## config.mk

```make
export PLATFORM = sky130hd
export DESIGN_NAME = bcd_rtc_calendar_counter_flat
export DESIGN_NICKNAME = d
export VERILOG_FILES = /design/src/design/rtcc_pkg.sv /design/src/design/rtcc_stream_if.sv /design/src/design/rtcc_time_adv.sv /design/src/design/rtcc_date_adv.sv /design/src/design/bcd_rtc_calendar_counter.sv /design/src/flat_wrapper.sv
export SDC_FILE = /design/constraint.sdc
export NUM_CORES = 1
export LEC_CHECK = 0
export BUFFER_PORTS_ARGS = -buffer_cell sky130_fd_sc_hd__buf_2
export CAP_MARGIN = 15
export CORE_ASPECT_RATIO = 0.75
export CORE_MARGIN = 2
export CORE_UTILIZATION = 49
export DETAILED_ROUTE_END_ITERATION = 16
export PLACE_DENSITY = 0.78
export SYNTH_ARGS = -nofsm -noshare
export SYNTH_HDL_FRONTEND = slang
export SYNTH_HIERARCHICAL = 1
export SYNTH_SLANG_ARGS = --single-unit
```

## constraint.sdc

```tcl
create_clock -name clk -period 6.1 [get_ports clk]
set_input_delay 0.305 -clock clk [delete_from_list [all_inputs] [get_ports clk]]
set_output_delay 0.305 -clock clk [all_outputs]
set_load 0.01 [all_outputs]
```

## src/design/rtcc_pkg.sv

```systemverilog
`timescale 1ns / 1ps
`default_nettype none
// ----------------------------------------------------------------------------
// rtcc_pkg: shared types, codes and helpers
// Beat payloads, counter groups and BCD digit helpers for the RTC calendar.
// ----------------------------------------------------------------------------
package rtcc_pkg;

  // request codes
  localparam logic [1:0] REQ_TICK   = 2'd0;
  localparam logic [1:0] REQ_PERIOD = 2'd1;
  localparam logic [1:0] REQ_DUTY   = 2'd2;
  localparam logic [1:0] REQ_LOAD   = 2'd3;

  // configuration register indexes
  localparam logic [2:0] CFG_CLOCK_STOPPED   = 3'd0;
  localparam logic [2:0] CFG_CLOCK_PAUSED    = 3'd1;
  localparam logic [2:0] CFG_HOLD_COUNTING   = 3'd2;
  localparam logic [2:0] CFG_CALENDAR_ENABLE = 3'd3;
  localparam logic [2:0] CFG_MODE_24_HOUR    = 3'd4;
  localparam logic [2:0] CFG_IRQ_PERIOD_SEL  = 3'd5;
  localparam logic [2:0] CFG_IRQ_DUTY_MODE   = 3'd6;

  // month lengths
  localparam logic [4:0] DAYS_28 = 5'd28;
  localparam logic [4:0] DAYS_29 = 5'd29;
  localparam logic [4:0] DAYS_30 = 5'd30;
  localparam logic [4:0] DAYS_31 = 5'd31;

  // month length by raw {high, low} month digits
  localparam logic [4:0] MONTH_LEN [32] = '{
    DAYS_30, DAYS_31, DAYS_28, DAYS_31, DAYS_30, DAYS_31, DAYS_30, DAYS_31,
    DAYS_31, DAYS_30, DAYS_31, DAYS_30, DAYS_31, DAYS_30, DAYS_31, DAYS_30,
    DAYS_31, DAYS_30, DAYS_31, DAYS_30, DAYS_31, DAYS_30, DAYS_31, DAYS_30,
    DAYS_31, DAYS_30, DAYS_31, DAYS_30, DAYS_31, DAYS_30, DAYS_31, DAYS_30
  };

  typedef struct packed {
    logic [1:0] req_type;
    logic [1:0] event_period;
    logic [6:0] load_seconds;
    logic [6:0] load_minutes;
    logic [6:0] load_hours;
    logic [5:0] load_days;
    logic [4:0] load_month;
    logic [7:0] load_year;
    logic [2:0] load_weekday;
  } rtcc_in_t;

  typedef struct packed {
    logic [6:0] seconds_now;
    logic [6:0] minutes_now;
    logic [6:0] hours_now;
    logic [5:0] days_now;
    logic [4:0] month_now;
    logic [7:0] year_now;
    logic [2:0] weekday_now;
    logic       irq_flag_now;
    logic       held_second_now;
    logic       resync_now;
  } rtcc_out_t;

  typedef struct packed {
    logic [2:0] index;
    logic [1:0] value;
  } rtcc_cfg_t;

  typedef struct packed {
    logic [3:0] sec_lo;
    logic [2:0] sec_hi;
    logic [3:0] min_lo;
    logic [2:0] min_hi;
    logic [3:0] hr_lo;
    logic [1:0] hr_hi;
    logic       pm;
  } rtcc_time_t;

  typedef struct packed {
    logic [3:0] day_lo;
    logic [1:0] day_hi;
    logic [3:0] mon_lo;
    logic       mon_hi;
    logic [3:0] yr_lo;
    logic [3:0] yr_hi;
    logic [2:0] dow;
  } rtcc_date_t;

  // digit counts up by one rather than carrying
  function automatic logic low_steps(input logic [3:0] d);
    return (d <= 4'd8) || (d == 4'd12);
  endfunction

  // carry value of a low digit: odd codes drop to 0, even ones to 1
  function automatic logic [3:0] odd_reset(input logic [3:0] d);
    return d[0] ? 4'd0 : 4'd1;
  endfunction

endpackage

`default_nettype wire

```

## src/design/rtcc_stream_if.sv

```systemverilog
`timescale 1ns / 1ps
`default_nettype none
// ----------------------------------------------------------------------------
// rtcc_stream_if: valid/ready channel
// Carries one payload beat per handshake between a source and a sink.
// ----------------------------------------------------------------------------
interface rtcc_stream_if #(
  parameter type payload_t = logic
);
  logic     valid;
  logic     ready;
  payload_t data;

  modport source (output valid, output data, input ready);
  modport sink   (input valid, input data, output ready);
endinterface

`default_nettype wire

```

## src/design/rtcc_time_adv.sv

```systemverilog
`timescale 1ns / 1ps
`default_nettype none
// ----------------------------------------------------------------------------
// rtcc_time_adv: one-second advance of the time digits
// Cascades seconds, minutes and hours in 12- or 24-hour mode and flags
// the day carry.
// ----------------------------------------------------------------------------
module rtcc_time_adv
  import rtcc_pkg::*;
(
  input  rtcc_time_t cur,
  input  logic       mode_24_hour,
  output rtcc_time_t nxt,
  output logic       day_carry
);

  logic min_go;
  logic hr_go;

  always_comb begin
    nxt       = cur;
    min_go    = 1'b0;
    hr_go     = 1'b0;
    day_carry = 1'b0;

    if (low_steps(cur.sec_lo)) begin
      nxt.sec_lo = cur.sec_lo + 4'd1;
    end else begin
      nxt.sec_lo = 4'd0;
      if (cur.sec_hi < 3'd5) begin
        nxt.sec_hi = cur.sec_hi + 3'd1;
      end else begin
        nxt.sec_hi = 3'd0;
        min_go     = 1'b1;
      end
    end

    if (min_go) begin
      if (low_steps(cur.min_lo)) begin
        nxt.min_lo = cur.min_lo + 4'd1;
      end else begin
        nxt.min_lo = 4'd0;
        if (cur.min_hi < 3'd5) begin
          nxt.min_hi = cur.min_hi + 3'd1;
        end else begin
          nxt.min_hi = 3'd0;
          hr_go      = 1'b1;
        end
      end
    end

    if (hr_go) begin
      if (mode_24_hour) begin
        if (cur.hr_hi < 2'd2) begin
          if (low_steps(cur.hr_lo)) begin
            nxt.hr_lo = cur.hr_lo + 4'd1;
          end else begin
            nxt.hr_lo = odd_reset(cur.hr_lo);
            nxt.hr_hi = cur.hr_hi + 2'd1;
          end
        end else if (cur.hr_lo != 4'd3 && !cur.hr_lo[2]) begin
          if (cur.hr_lo <= 4'd8 || cur.hr_lo >= 4'd12) begin
            nxt.hr_lo = cur.hr_lo + 4'd1;
          end else begin
            nxt.hr_lo = odd_reset(cur.hr_lo);
            nxt.hr_hi = cur.hr_hi + 2'd1;
          end
        end else begin
          nxt.hr_lo = odd_reset(cur.hr_lo);
          nxt.hr_hi = 2'd0;
          day_carry = 1'b1;
        end
      end else begin
        if (cur.hr_hi == 2'd0) begin
          if (low_steps(cur.hr_lo)) begin
            nxt.hr_lo = cur.hr_lo + 4'd1;
          end else begin
            nxt.hr_lo = odd_reset(cur.hr_lo);
            nxt.hr_hi = cur.hr_hi ^ 2'd1;
          end
        end else begin
          // odd low digit toggles AM/PM on the way through
          nxt.pm = cur.pm ^ cur.hr_lo[0];
          if (cur.hr_lo inside {4'd0, 4'd1, 4'd4, 4'd5, 4'd8, 4'd12}) begin
            nxt.hr_lo = cur.hr_lo + 4'd1;
          end else begin
            nxt.hr_lo = odd_reset(cur.hr_lo);
            nxt.hr_hi = cur.hr_hi ^ 2'd1;
          end
          day_carry = !nxt.pm && !nxt.hr_lo[0];
        end
      end
    end
  end

endmodule

`default_nettype wire

```

## src/design/rtcc_date_adv.sv

```systemverilog
`timescale 1ns / 1ps
`default_nettype none
// ----------------------------------------------------------------------------
// rtcc_date_adv: one-day advance of the calendar digits
// Steps the weekday and day, and cascades into month and year at month end.
// ----------------------------------------------------------------------------
module rtcc_date_adv
  import rtcc_pkg::*;
(
  input  rtcc_date_t cur,
  output rtcc_date_t nxt
);

  logic [4:0] mlen;
  logic       wrap;
  logic       leap;

  always_comb begin
    nxt = cur;

    nxt.dow = (cur.dow == 3'd6 || cur.dow == 3'd7) ? 3'd0 : cur.dow + 3'd1;

    leap = (!cur.yr_hi[0] && cur.yr_lo[1:0] == 2'd0) ||
           (cur.yr_hi[0] && cur.yr_lo[1:0] == 2'd2);
    mlen = MONTH_LEN[{cur.mon_hi, cur.mon_lo}];
    if (mlen == DAYS_28 && leap) begin
      mlen = DAYS_29;
    end

    case (mlen)
      DAYS_28: wrap = (cur.day_hi == 2'd3) ||
                      (cur.day_hi == 2'd2 && cur.day_lo >= 4'd8);
      DAYS_29: wrap = (cur.day_hi == 2'd3) ||
                      (cur.day_hi == 2'd2 && cur.day_lo > 4'd8 &&
                       cur.day_lo != 4'd12);
      DAYS_30: wrap = (cur.day_hi == 2'd3) ||
                      (cur.day_hi == 2'd2 && cur.day_lo inside {4'd10, 4'd14});
      DAYS_31: wrap = (cur.day_hi == 2'd3) && (cur.day_lo[1:0] != 2'd0);
      default: wrap = 1'b0;
    endcase

    if (wrap) begin
      nxt.day_lo = 4'd1;
      nxt.day_hi = 2'd0;
      if (!cur.mon_hi || !cur.mon_lo[1]) begin
        if (low_steps(cur.mon_lo)) begin
          nxt.mon_lo = cur.mon_lo + 4'd1;
        end else begin
          nxt.mon_lo = odd_reset(cur.mon_lo);
          nxt.mon_hi = !cur.mon_hi;
        end
      end else begin
        // year end
        nxt.mon_lo = odd_reset(cur.mon_lo);
        nxt.mon_hi = 1'b0;
        if (low_steps(cur.yr_lo)) begin
          nxt.yr_lo = cur.yr_lo + 4'd1;
        end else begin
          nxt.yr_lo = odd_reset(cur.yr_lo);
          nxt.yr_hi = low_steps(cur.yr_hi) ? cur.yr_hi + 4'd1 : odd_reset(cur.yr_hi);
        end
      end
    end else if (low_steps(cur.day_lo)) begin
      nxt.day_lo = cur.day_lo + 4'd1;
    end else begin
      nxt.day_lo = odd_reset(cur.day_lo);
      nxt.day_hi = cur.day_hi + 2'd1;
    end
  end

endmodule

`default_nettype wire

```

## src/design/bcd_rtc_calendar_counter.sv

```systemverilog
`timescale 1ns / 1ps
`default_nettype none
// ----------------------------------------------------------------------------
// bcd_rtc_calendar_counter: BCD real-time clock and calendar
// Digit counters, flags and control registers, with a registered result beat.
// ----------------------------------------------------------------------------
// Each accepted item beat (second tick, interrupt period event, duty event or
// time load) updates the BCD time, date and flag registers in the same clock
// and produces one result beat with the state after the update. The block
// takes one item per cycle while results are drained; the result appears
// in the output register in the cycle after acceptance; a new item is taken
// when it is empty or being drained. The cycle is set by the single-pass second,
// minute, hour, day, month and year cascade between the state registers.
// Configuration writes are taken at any time and should arrive while idle.
module bcd_rtc_calendar_counter
  import rtcc_pkg::*;
(
  input  wire logic     clk,
  input  wire logic     rst,
  rtcc_stream_if.sink   item,
  rtcc_stream_if.source result,
  rtcc_stream_if.sink   cfg
);

  // control registers
  logic       clock_stopped;
  logic       clock_paused;
  logic       hold_counting;
  logic       calendar_enable;
  logic       mode_24_hour;
  logic [1:0] irq_period_select;
  logic       irq_duty_mode;

  // counter state
  rtcc_time_t time_q;
  rtcc_time_t time_next;
  rtcc_time_t time_adv;
  rtcc_date_t date_q;
  rtcc_date_t date_next;
  rtcc_date_t date_adv;
  logic       irq_pending;
  logic       irq_pending_next;
  logic       held_second;
  logic       held_second_next;
  logic       resync_flag;
  logic       resync_flag_next;
  logic       day_carry;

  // result register
  logic       out_valid;
  rtcc_out_t  out_data;

  rtcc_in_t   req;
  logic       fire;
  logic       running;

  assign req        = item.data;
  assign item.ready = !out_valid || result.ready;
  assign fire       = item.valid && item.ready;
  assign cfg.ready  = 1'b1;
  assign running    = !clock_stopped && !clock_paused;

  assign result.valid = out_valid;
  assign result.data  = out_data;

  rtcc_time_adv u_time (
    .cur          (time_q),
    .mode_24_hour (mode_24_hour),
    .nxt          (time_adv),
    .day_carry    (day_carry)
  );

  rtcc_date_adv u_date (
    .cur (date_q),
    .nxt (date_adv)
  );

  always_comb begin
    time_next        = time_q;
    date_next        = date_q;
    irq_pending_next = irq_pending;
    held_second_next = held_second;
    resync_flag_next = resync_flag;
    case (req.req_type)
      REQ_TICK: begin
        if (running) begin
          if (hold_counting) begin
            held_second_next = 1'b1;
          end else begin
            resync_flag_next = 1'b1;
            time_next        = time_adv;
            if (day_carry && calendar_enable) begin
              date_next = date_adv;
            end
          end
        end
      end
      REQ_PERIOD: begin
        if (running && req.event_period == irq_period_select) begin
          irq_pending_next = 1'b1;
        end
      end
      REQ_DUTY: begin
        if (irq_duty_mode) begin
          irq_pending_next = 1'b0;
        end
      end
      REQ_LOAD: begin
        time_next.sec_lo = req.load_seconds[3:0];
        time_next.sec_hi = req.load_seconds[6:4];
        time_next.min_lo = req.load_minutes[3:0];
        time_next.min_hi = req.load_minutes[6:4];
        time_next.hr_lo  = req.load_hours[3:0];
        time_next.hr_hi  = req.load_hours[5:4];
        time_next.pm     = req.load_hours[6];
        date_next.day_lo = req.load_days[3:0];
        date_next.day_hi = req.load_days[5:4];
        date_next.mon_lo = req.load_month[3:0];
        date_next.mon_hi = req.load_month[4];
        date_next.yr_lo  = req.load_year[3:0];
        date_next.yr_hi  = req.load_year[7:4];
        date_next.dow    = req.load_weekday;
      end
      default: begin
      end
    endcase
  end

  always_ff @(posedge clk) begin
    if (rst) begin
      clock_stopped     <= 1'b0;
      clock_paused      <= 1'b0;
      hold_counting     <= 1'b0;
      calendar_enable   <= 1'b1;
      mode_24_hour      <= 1'b0;
      irq_period_select <= 2'd0;
      irq_duty_mode     <= 1'b0;
    end else if (cfg.valid) begin
      case (cfg.data.index)
        CFG_CLOCK_STOPPED:   clock_stopped     <= cfg.data.value[0];
        CFG_CLOCK_PAUSED:    clock_paused      <= cfg.data.value[0];
        CFG_HOLD_COUNTING:   hold_counting     <= cfg.data.value[0];
        CFG_CALENDAR_ENABLE: calendar_enable   <= cfg.data.value[0];
        CFG_MODE_24_HOUR:    mode_24_hour      <= cfg.data.value[0];
        CFG_IRQ_PERIOD_SEL:  irq_period_select <= cfg.data.value;
        CFG_IRQ_DUTY_MODE:   irq_duty_mode     <= cfg.data.value[0];
        default: begin
        end
      endcase
    end
  end

  always_ff @(posedge clk) begin
    if (rst) begin
      time_q      <= '0;
      date_q      <= '{day_lo: 4'd1, day_hi: 2'd0, mon_lo: 4'd1, mon_hi: 1'b0,
                       yr_lo: 4'd0, yr_hi: 4'd0, dow: 3'd0};
      irq_pending <= 1'b0;
      held_second <= 1'b0;
      resync_flag <= 1'b0;
      out_valid   <= 1'b0;
    end else begin
      if (fire) begin
        time_q      <= time_next;
        date_q      <= date_next;
        irq_pending <= irq_pending_next;
        held_second <= held_second_next;
        resync_flag <= resync_flag_next;
        out_valid   <= 1'b1;
      end else if (result.ready) begin
        // drop the beat once taken
        out_valid <= 1'b0;
      end
    end
  end

  always_ff @(posedge clk) begin
    if (fire) begin
      out_data.seconds_now     <= {time_next.sec_hi, time_next.sec_lo};
      out_data.minutes_now     <= {time_next.min_hi, time_next.min_lo};
      out_data.hours_now       <= {time_next.pm, time_next.hr_hi, time_next.hr_lo};
      out_data.days_now        <= {date_next.day_hi, date_next.day_lo};
      out_data.month_now       <= {date_next.mon_hi, date_next.mon_lo};
      out_data.year_now        <= {date_next.yr_hi, date_next.yr_lo};
      out_data.weekday_now     <= date_next.dow;
      out_data.irq_flag_now    <= irq_pending_next;
      out_data.held_second_now <= held_second_next;
      out_data.resync_now      <= resync_flag_next;
    end
  end

  // sticky flags never fall outside reset
  a_resync_sticky: assert property (@(posedge clk) disable iff (rst)
    resync_flag |=> resync_flag)
    else $error("resync flag cleared without reset");

  a_held_sticky: assert property (@(posedge clk) disable iff (rst)
    held_second |=> held_second)
    else $error("held-second flag cleared without reset");

  // counters move only on an accepted beat
  a_time_stable: assert property (@(posedge clk) disable iff (rst)
    !fire |=> ($stable(time_q) && $stable(date_q)))
    else $error("counters changed without an accepted beat");

  a_load_result: assert property (@(posedge clk) disable iff (rst)
    (fire && req.req_type == REQ_LOAD) |=>
      (out_valid && out_data.seconds_now == $past(req.load_seconds) &&
       out_data.year_now == $past(req.load_year)))
    else $error("load beat not reflected in result");

endmodule

`default_nettype wire

```

## src/flat_wrapper.sv

```systemverilog
// flat-port wrapper written by rule: the top's interface ports become plain ports
module bcd_rtc_calendar_counter_flat import rtcc_pkg::*;
  (clk, rst, item_valid, item_data, item_ready, result_valid, result_data, result_ready, cfg_valid, cfg_data, cfg_ready);
  rtcc_stream_if #(.payload_t(rtcc_in_t)) item_i ();
  rtcc_stream_if #(.payload_t(rtcc_out_t)) result_i ();
  rtcc_stream_if #(.payload_t(rtcc_cfg_t)) cfg_i ();
  input  wire logic clk;
  input  wire logic rst;
  input wire logic [$bits(item_i.valid)-1:0] item_valid;
  input wire logic [$bits(item_i.data)-1:0] item_data;
  output wire logic [$bits(item_i.ready)-1:0] item_ready;
  output wire logic [$bits(result_i.valid)-1:0] result_valid;
  output wire logic [$bits(result_i.data)-1:0] result_data;
  input wire logic [$bits(result_i.ready)-1:0] result_ready;
  input wire logic [$bits(cfg_i.valid)-1:0] cfg_valid;
  input wire logic [$bits(cfg_i.data)-1:0] cfg_data;
  output wire logic [$bits(cfg_i.ready)-1:0] cfg_ready;
  assign item_i.valid = item_valid;
  assign item_i.data = item_data;
  assign item_ready = item_i.ready;
  assign result_valid = result_i.valid;
  assign result_data = result_i.data;
  assign result_i.ready = result_ready;
  assign cfg_i.valid = cfg_valid;
  assign cfg_i.data = cfg_data;
  assign cfg_ready = cfg_i.ready;
  bcd_rtc_calendar_counter u_core (.clk(clk), .rst(rst), .item(item_i), .result(result_i), .cfg(cfg_i));
endmodule
```

==> impl_metrics.json, run 1 <==
{
  "outcome": "completed",
  "place.gp.congestion": 0.894,
  "post-cts-setup-buffers": 0,
  "cp-start-kind": "flip-flop",
  "p_per_area_nw_per_um2": 238,
  "synth_top_area_share_pct": 23.6,
  "synth_area_leaders": "edfxtp_1 (24%), dfxtp_1 (19%), o2bb2ai_1 (9.9%)",
  "cp_max_fo": 22,
  "crit_type": "reg -> reg",
  "first_pass_iters": 5,
  "ys_types": 70,
  "crit_path_end_kind": "flip-flop",
  "maxCapViolCount": 0,
  "grt_use_total_pct": 24.2,
  "num-nets-final": 768,
  "drive_above_1_share_pct": 22.4,
  "synth_nets": 683,
  "hold_viol": 0,
  "numCtsBuffers": 9,
  "top_usage_layer": "met2",
  "use_met1_pct": 34.8,
  "whs_ns": 0.212,
  "dieArea_um2": 12800,
  "async_flop_share_pct": 0,
  "slew_viol_final": 0,
  "setup_viol": 0,
  "dp_slack_ns": 2.54,
  "overflow": 0,
  "fin_crit_sh_pct": 58.8,
  "first_iter_violations": 461,
  "syn2layout_area_growth_pct": 15.7,
  "min-delay-path-class": "in -> reg",
  "routed_wl_mm": 15.5,
  "fin_skew_ns": 0.00714,
  "antenna_found_initial": 0,
  "irDropWorstVdd_mv": 0.138,
  "worstSkewPairLatency_ns": 0.35,
  "cts_sinks": 101,
  "yosysWarningCount": 6,
  "drc": 0,
  "timing.final.crit_period_ns": 3.59,
  "synth_largest_area_cell": "edfxtp_1",
  "syn_avg_cell_area_um2": 9.84,
  "ant_nets": 0,
  "syn_inst": 594,
  "initial_utilization_pct": 50.3,
  "netlist_area_um2": 5850,
  "ys_seq_elements": 101,
  "timing.fmax_mhz": 279,
  "port_buffers": 104,
  "use_met2_pct": 36.9,
  "tns_ns": 0,
  "ys_seq_area_share_pct": 42.5,
  "cts_hold_buf": 0,
  "vias": 5136,
  "grt_pass1_vias": 4901,
  "dp_hpwl_mm": 10.2,
  "stdcell_area_um2": 6760,
  "grtUsageMet3_pct": 5.21,
  "rows": 34,
  "p_leak_nw": 2.57,
  "h-tree-depth": 3,
  "dp.cells": 828,
  "slew_headroom_pct": 38.2,
  "cts_tree": "yes",
  "required_ns": 6.17,
  "post_cts_resized": 0,
  "ys.flop_type": "dfxtp_1",
  "synth-edff-count": 46,
  "clk_path_buf_depth": 2,
  "die_width_um": 130,
  "clkSlewWorstSetupHoldPaths_ns": 0.07,
  "worst_slew_pin_slew_ns": 0.924,
  "fin_ws_ns": 2.51,
  "crit_arrival_ns": 3.66,
  "coreArea_um2": 11600,
  "n_antenna_cell": 0,
  "vias_per_cell": 6.07,
  "wl_per_cell_um": 18.3,
  "cts_root_buf": "clkbuf_16",
  "stdcell_count": 846,
  "place_area_um2": 6400,
  "die_height_um": 98.6,
  "grt_pass1_wl_mm": 24.6,
  "grt_max_degree": 52,
  "rsz0062_at_grt": "false",
  "pin_count": 106
}
cells by family (layout without fill, tap and decap cells):
family / count (synthesis) / in the layout / synth area share [%]
mux: 12 / 12 / 2.12
fa+ha+maj: 32 / 32 / 6.85
compound gates: 213 / 213 / 27.4
buf+inv: 70 / 160 / 5.93
xor+xnor: 11 / 11 / 1.65
flops: 101 / 101 / 42.5
simple gates: 154 / 154 / 13.5
other cells: 1 / 1 / 0.0642
critical path, stage by stage, from the launching register on:
cell and delay [ns]:
dfxtp_1 0.42, inv_1 0.08, ha_1 0.23, nand2b_1 0.27, or4_1 0.68, a21oi_1 0.20, nand2_1 0.08, o41ai_2 0.36
nand2_1 0.66, o2bb2ai_1 0.33
cell usage after synthesis, types with 5 or more instances:
cell       number
nand2b_1        6
dfxtp_1        55
o21ai_0        30
nor3_1          7
o21ai_1        20
o31ai_1         5
nand3_1        19
o211ai_1        5
a21oi_1        10
xnor2_1         7
edfxtp_1       46
a22oi_1        37
buf_2          10
clkbuf_1       17
buf_6           9
mux2i_1         9
nor2_1         34
o2bb2ai_1      66
ha_1           32
inv_1          31
nand2_1        55
report_power, final:
part	switching, W	internal (W)	total [W]
clock	0.000256	0.000399	0.000655
combinational	0.000124	0.0000702	0.000194
sequential	0.0000210	0.000741	0.000762
total	0.000401	0.00121	0.00161
per-stage QoR:
step,power [W],utilization [%]
global placement,0.000958,55.1
detailed placement,0.000966,55.1
global route,0.00167,58.2
CTS,0.00162,58.0
floorplan,0.000892,-
finish,0.00161,58.2
per-layer routing:
metal / up-vias / part of all wire, %
met5: - / 0
met4: 0 / 1.4
met3: 24 / 7.8
met2: 239 / 45
met1: 2455 / 46
li1: 2418 / -
cell type report:
class                      count  area [um2]
inverter                      32         120
clock buffer                   9         225
tap                          162         203
multi-input combinational    423        3030
fill                         990        4850
sequential                   101        2480
timing repair buffer         112         588
clock inverter                 7         114
cell usage in the layout (no fill, tap or decap), types with 30 or more instances in the layout:
cell type and n:
edfxtp_1 46, nor2_1 34, o21ai_0 30, nand2_1 55
dfxtp_1 55, a22oi_1 37, inv_1 31, o2bb2ai_1 66
ha_1 32, buf_2 104
final timing paths:
kind,startpoint,to,slack (ns),depth (start not counted)
worst min register to register,u_core/irq_pending,u_core/irq_pending,0.48,2
worst min-delay path,cfg_data[1],u_core/irq_period_select[1],0.21,3
worst max register to register,u_core/time_q[17],u_core/result.data[15],2.51,9
worst max-delay path,u_core/time_q[17],u_core/result.data[15],2.51,9
registers in the layout (all words and copies together), names as in the netlist, 2 cells and up:
name	cells
u_core/irq_period_select	2
u_core/date_q	22
u_core/time_q	21
u_core/result.data	46
Power figures use the tool's default switching activity.
==> inputs of run 2 (changes only) <==
==> constraint.sdc (replaced) <==
create_clock -name clk -period 3.31 [get_ports clk]
set_input_delay 0.1655 -clock clk [delete_from_list [all_inputs] [get_ports clk]]
set_output_delay 0.1655 -clock clk [all_outputs]
set_load 0.01 [all_outputs]
==> run 2 against run 1 <==
Net effect:
- final cell count up 0.24%
- sequential cell count unchanged
- utilization about the same
- via count about the same
- fmax grew 17%
- global-route usage decreased by 0.70 points
- cell area is essentially flat
- clock power increased by 68%
- total power rose by 77%
- sequential share of layout area about the same
- critical endpoint is now u_core/result.data[5]
- highest routed layer unchanged
==> impl_metrics.json, run 2 (synthesized netlist as in run 1, its figures left out) <==
{
  "rsz0062_at_grt": "false",
  "ant_nets": 0,
  "place.gp.congestion": 0.862,
  "numCtsBuffers": 9,
  "cts_tree": "yes",
  "port_buffers": 104,
  "die_width_um": 130,
  "min-delay-path-class": "in -> reg",
  "tns_ns": 0,
  "rows": 34,
  "final_common_cell": "buf_2",
  "timing.fmax_mhz": 326,
  "slew_viol_final": 0,
  "num-fill-cells": 999,
  "cts_hold_buf": 0,
  "coreArea_um2": 11600,
  "worstSkewPairLatency_ns": 0.35,
  "drive_above_1_share_pct": 22.7,
  "grt_pass1_wl_mm": 24.0,
  "routed_wl_mm": 15.0,
  "first_iter_violations": 486,
  "crit_path_end_kind": "flip-flop",
  "cts_root_buf": "clkbuf_16",
  "final_cell_mix": "buf_2 (104), o2bb2ai_1 (66), nand2_1 (55), dfxtp_1 (55), edfxtp_1 (46)",
  "syn2layout_area_growth_pct": 15.7,
  "place_area_um2": 6420,
  "fin_skew_ns": 0.00892,
  "p_leak_nw": 2.57,
  "drc": 0,
  "worst_slew_pin_slew_ns": 0.824,
  "antenna_found_initial": 0,
  "overflow": 0,
  "grt_max_degree": 45,
  "dieArea_um2": 12800,
  "maxCapViolCount": 0,
  "vias": 5133,
  "setup_viol": 0,
  "grt_pass1_vias": 4808,
  "h-tree-depth": 3,
  "irDropWorstVdd_mv": 0.306,
  "p_per_area_nw_per_um2": 423,
  "pin_count": 106,
  "power_w": 0.00286,
  "num-nets-final": 770,
  "hold_viol": 0,
  "cp_max_fo": 20,
  "required_ns": 3.51,
  "clkSlewWorstSetupHoldPaths_ns": 0.07,
  "n_antenna_cell": 0,
  "crit_type": "reg -> reg",
  "timing.final.crit_period_ns": 3.06,
  "cp-start-kind": "flip-flop",
  "wl_per_cell_um": 17.7,
  "die_height_um": 98.6,
  "largest_register_ffs": 46,
  "cts_sinks": 101,
  "initial_utilization_pct": 50.3,
  "dp.cells": 831,
  "slew_headroom_pct": 44.9,
  "outcome": "completed",
  "grt_use_total_pct": 23.5,
  "clk_path_buf_depth": 2,
  "crit_arrival_ns": 3.26,
  "dp_hpwl_mm": 10.1,
  "stdcell_count": 848,
  "first_pass_iters": 5,
  "fin_crit_sh_pct": 92.6,
  "stdcell_area_um2": 6760,
  "vias_per_cell": 6.05
}
run 2: changes by cell type in the layout (fill, tap and decap cells not counted), sizes merged:
| cell | before | now |
|---|---|---|
| buf | 112 | 114 |
| bufinv | 3 | 1 |
| inv | 32 | 35 |
| clkinv | 2 | 3 |
| clkinvlp | 2 | 0 |
run 2: area by class of cell:
cell class | count | area (um2) | share of cell area (%)
sequential | 101 | 2480 | 36.7
tap | 162 | 203 | 3.00
multi-input combinational | 423 | 3050 | 45.1
clock inverter | 7 | 81.3 | 1.20
inverter | 32 | 120 | 1.78
timing repair buffer | 114 | 599 | 8.86
clock buffer | 9 | 225 | 3.33
run 2: stage by stage:
step	setup WS [ns]	utilization, %	hold WS [ns]
floorplan	0.582	-	0.295
global placement	0.321	55.3	0.400
detailed placement	0.158	55.3	0.441
CTS	0.131	57.9	0.0667
global route	0.0314	58.2	0.0970
finish	0.247	58.2	0.0770
run 2: path summary, 6_finish.rpt:
kind / from / end / slack (ns) / depth (start not counted)
worst max register to register: u_core/time_q[10] / u_core/result.data[5] / 0.25 / 9
worst min register to register: u_core/resync_flag / u_core/resync_flag / 0.47 / 2
worst min-delay path: item_valid / u_core/result.valid / 0.08 / 3
worst max-delay path: u_core/time_q[10] / u_core/result.data[5] / 0.25 / 9
run 2: power by group:
group / internal (W) / switching (W) / leakage (nW)
registers: 0.00136 / 0.0000379 / 0.908
logic: 0.000131 / 0.000226 / 1.51
clock network: 0.000599 / 0.000500 / 0.152
total: 0.00209 / 0.000764 / 2.57
run 2: per-layer routing:
metal / vias up / routed length (um) / GRT usage (%)
met3: 20 / 1210 / 5.37
met2: 231 / 6850 / 36.2
met5: - / 0 / 0
met1: 2451 / 6710 / 32.8
li1: 2431 / - / -
met4: 0 / 213 / 7.86
run 2: timing repair:
item	4_1_cts	5_1_grt
buffers inserted	0	0
resized for setup	0	3
setup endpoints to repair	0	40
hold endpoints to repair	0	0
run 2: critical path, cell delays in order, from the launching register on:
cell       delay [ns]
dfxtp_1          0.41
inv_1            0.09
ha_1             0.22
nand2b_1         0.24
or4_1            0.64
a21oi_1          0.26
and2_1           0.23
and4b_4          0.47
a22oi_1          0.15
o2bb2ai_1        0.18
==> inputs of run 3 (changes only) <==
--- a/config.mk
+++ b/config.mk
@@ -7,11 +7,14 @@
 export LEC_CHECK = 0
 export BUFFER_PORTS_ARGS = -buffer_cell sky130_fd_sc_hd__buf_2
 export CAP_MARGIN = 15
+export CELL_PAD_IN_SITES_DETAIL_PLACEMENT = 1
+export CELL_PAD_IN_SITES_GLOBAL_PLACEMENT = 1
 export CORE_ASPECT_RATIO = 0.75
 export CORE_MARGIN = 2
-export CORE_UTILIZATION = 49
+export CORE_UTILIZATION = 43
 export DETAILED_ROUTE_END_ITERATION = 16
-export PLACE_DENSITY = 0.78
+export PLACE_DENSITY = 0.86
+export SLEW_MARGIN = 20
 export SYNTH_ARGS = -nofsm -noshare
 export SYNTH_HDL_FRONTEND = slang
 export SYNTH_HIERARCHICAL = 1
==> run 3 against run 2 <==
Net effect:
- wire length up 20%
- clock power about the same
- setup slack worse by 0.014 ns
- final cell count up 1.4%
- count of clock-buffer cells in the layout up 3
- sequential power about the same
- utilization down 6.7 points
- combinational power up 3%
- critical path type unchanged
- largest power group unchanged
==> impl_metrics.json, run 3 (synthesized netlist as in run 1, its figures left out) <==
{
  "first_pass_iters": 4,
  "die_width_um": 139,
  "power_frac_seq_pct": 49.1,
  "post-cts-setup-buffers": 0,
  "p_leak_nw": 2.58,
  "irDropWorstVdd_mv": 0.264,
  "crit_slowest_cell": "dfxtp_1",
  "crit_arrival_ns": 3.32,
  "fin_crit_sh_pct": 93.0,
  "worst_slew_pin_slew_ns": 0.819,
  "grt_pass1_vias": 5451,
  "numCtsBuffers": 9,
  "fin_skew_ns": 0.00875,
  "rsz0062_at_grt": "false",
  "min-delay-path-class": "in -> reg",
  "cp-start-kind": "flip-flop",
  "largest_register_ffs": 46,
  "outcome": "completed",
  "crit_path_end_kind": "flip-flop",
  "slew_viol_final": 0,
  "overflow": 0,
  "timing.final.crit_period_ns": 3.08,
  "clk_path_buf_depth": 2,
  "p_per_area_nw_per_um2": 422,
  "num-fill-cells": 1520,
  "syn2layout_area_growth_pct": 15.9,
  "setup_viol": 0,
  "num-nets-final": 773,
  "path_delay_family": "compound AO/OA/AOI/OAI gates",
  "clkSlewWorstSetupHoldPaths_ns": 0.07,
  "p_clk_share_pct": 38.0,
  "p_sw_share_pct": 26.6,
  "port_buffers": 104,
  "vias": 5209,
  "dieArea_um2": 14600,
  "cts_root_buf": "clkbuf_16",
  "timing.fmax_mhz": 325,
  "vias_per_cell": 6.06,
  "die_height_um": 105,
  "stdcell_count": 860,
  "hold_viol": 0,
  "p_int_w": 0.00210,
  "grt_pass1_wl_mm": 28.9,
  "final_common_cell": "buf_2",
  "dp_hpwl_mm": 12.3,
  "worstSkewPairLatency_ns": 0.36,
  "required_ns": 3.55,
  "routed_wl_mm": 17.9,
  "slowest_delay_ns": 0.47,
  "maxCapViolCount": 0,
  "slew_headroom_pct": 45.3,
  "power.switching_w": 0.000761,
  "cp_num_buf_inv": 1,
  "wl_per_cell_um": 20.9,
  "initial_utilization_pct": 44.4,
  "cp_max_fo": 11,
  "h-tree-depth": 3,
  "dp.cells": 844,
  "n_antenna_cell": 0,
  "cts_sinks": 101,
  "fin_util_pct": 51.5,
  "critical_path.cell_chain": "inv_1 > ha_1 > mux2_2 > o31ai_1 > o31ai_4 > or2_2 > a32oi_1 > nor2_1 > a211o_1",
  "whs_ns": 0.0523,
  "grt_max_degree": 49,
  "first_iter_violations": 390,
  "rows": 36,
  "grt_use_total_pct": 24.6,
  "tns_ns": 0,
  "drive_above_1_share_pct": 22.8,
  "place.gp.congestion": 0.867,
  "combPwrFrac_pct": 12.9,
  "final_cell_mix": "buf_2 (104), o2bb2ai_1 (66), nand2_1 (55), dfxtp_1 (55), edfxtp_1 (46)",
  "crit_type": "reg -> reg",
  "pin_count": 106,
  "drc": 0,
  "cts_tree": "yes",
  "coreArea_um2": 13200,
  "ant_nets": 0,
  "antenna_found_initial": 0
}
-- run 3: cell types whose count changed in the layout (fill, tap and decap cells not counted), moves of 2 or more --
cell / change
buf_4: +4
clkbuf_1: +2
clkinv_4: -2
inv_6: -2
-- run 3: path summary, 6_finish.rpt --
| path | from | endpoint | slack [ns] | cells after the start |
|---|---|---|---|---|
| min | cfg_data[1] | u_core/irq_period_select[1] | 0.05 | 3 |
| max | u_core/date_q[12] | u_core/date_q[18] | 0.23 | 9 |
| min reg2reg | u_core/resync_flag | u_core/resync_flag | 0.48 | 2 |
| max reg2reg | u_core/date_q[12] | u_core/date_q[18] | 0.23 | 9 |
-- run 3: power by group through the flow --
stage	clock (W)	combinational (W)	sequential, W
after floorplan	0	0.000202	0.00144
after global placement	0	0.000347	0.00143
after detailed placement	0	0.000362	0.00143
after CTS	0.00109	0.000365	0.00141
after global routing	0.00114	0.000400	0.00141
final	0.00109	0.000368	0.00141
-- run 3: cell type report --
cell class | count | area (um2) | share of cell area, %
multi-input cells | 423 | 3050 | 45.0
flip-flops and latches | 101 | 2480 | 36.6
repair buffers | 117 | 618 | 9.12
clock buffers | 12 | 246 | 3.64
well taps | 171 | 214 | 3.16
inverters | 32 | 120 | 1.77
clock inverters | 4 | 47.5 | 0.701
-- run 3: routing by layer --
layer	vias up	part of all wire [%]	global-route usage (%)
met4	0	1.3	7.00
met1	2610	46	33.5
li1	2424	-	-
met2	154	47	40.1
met3	21	5.1	4.90
met5	-	0	0
-- run 3: repair_timing --
item                       4_1_cts  5_1_grt
setup endpoints to repair        0        4
resized for setup                0        2
hold endpoints to repair         0        0
hold buffers                     0        0
-- run 3: metrics by stage --
stage	instance area (um2)	setup WS, ns	total power [W]
floorplan	5850	0.582	0.00164
global placement	6460	0.431	0.00178
detailed placement	6460	0.245	0.00179
CTS	6760	0.222	0.00287
global route	6780	0.0801	0.00295
finish	6780	0.233	0.00286
-- run 3: worst min-delay path: cells and delay by family --
kind / cells / cell delay (ns)
and+or+nand+nor: 1 / 0.08
buffers and inverters: 1 / 0.07
muxes: 1 / 0.05
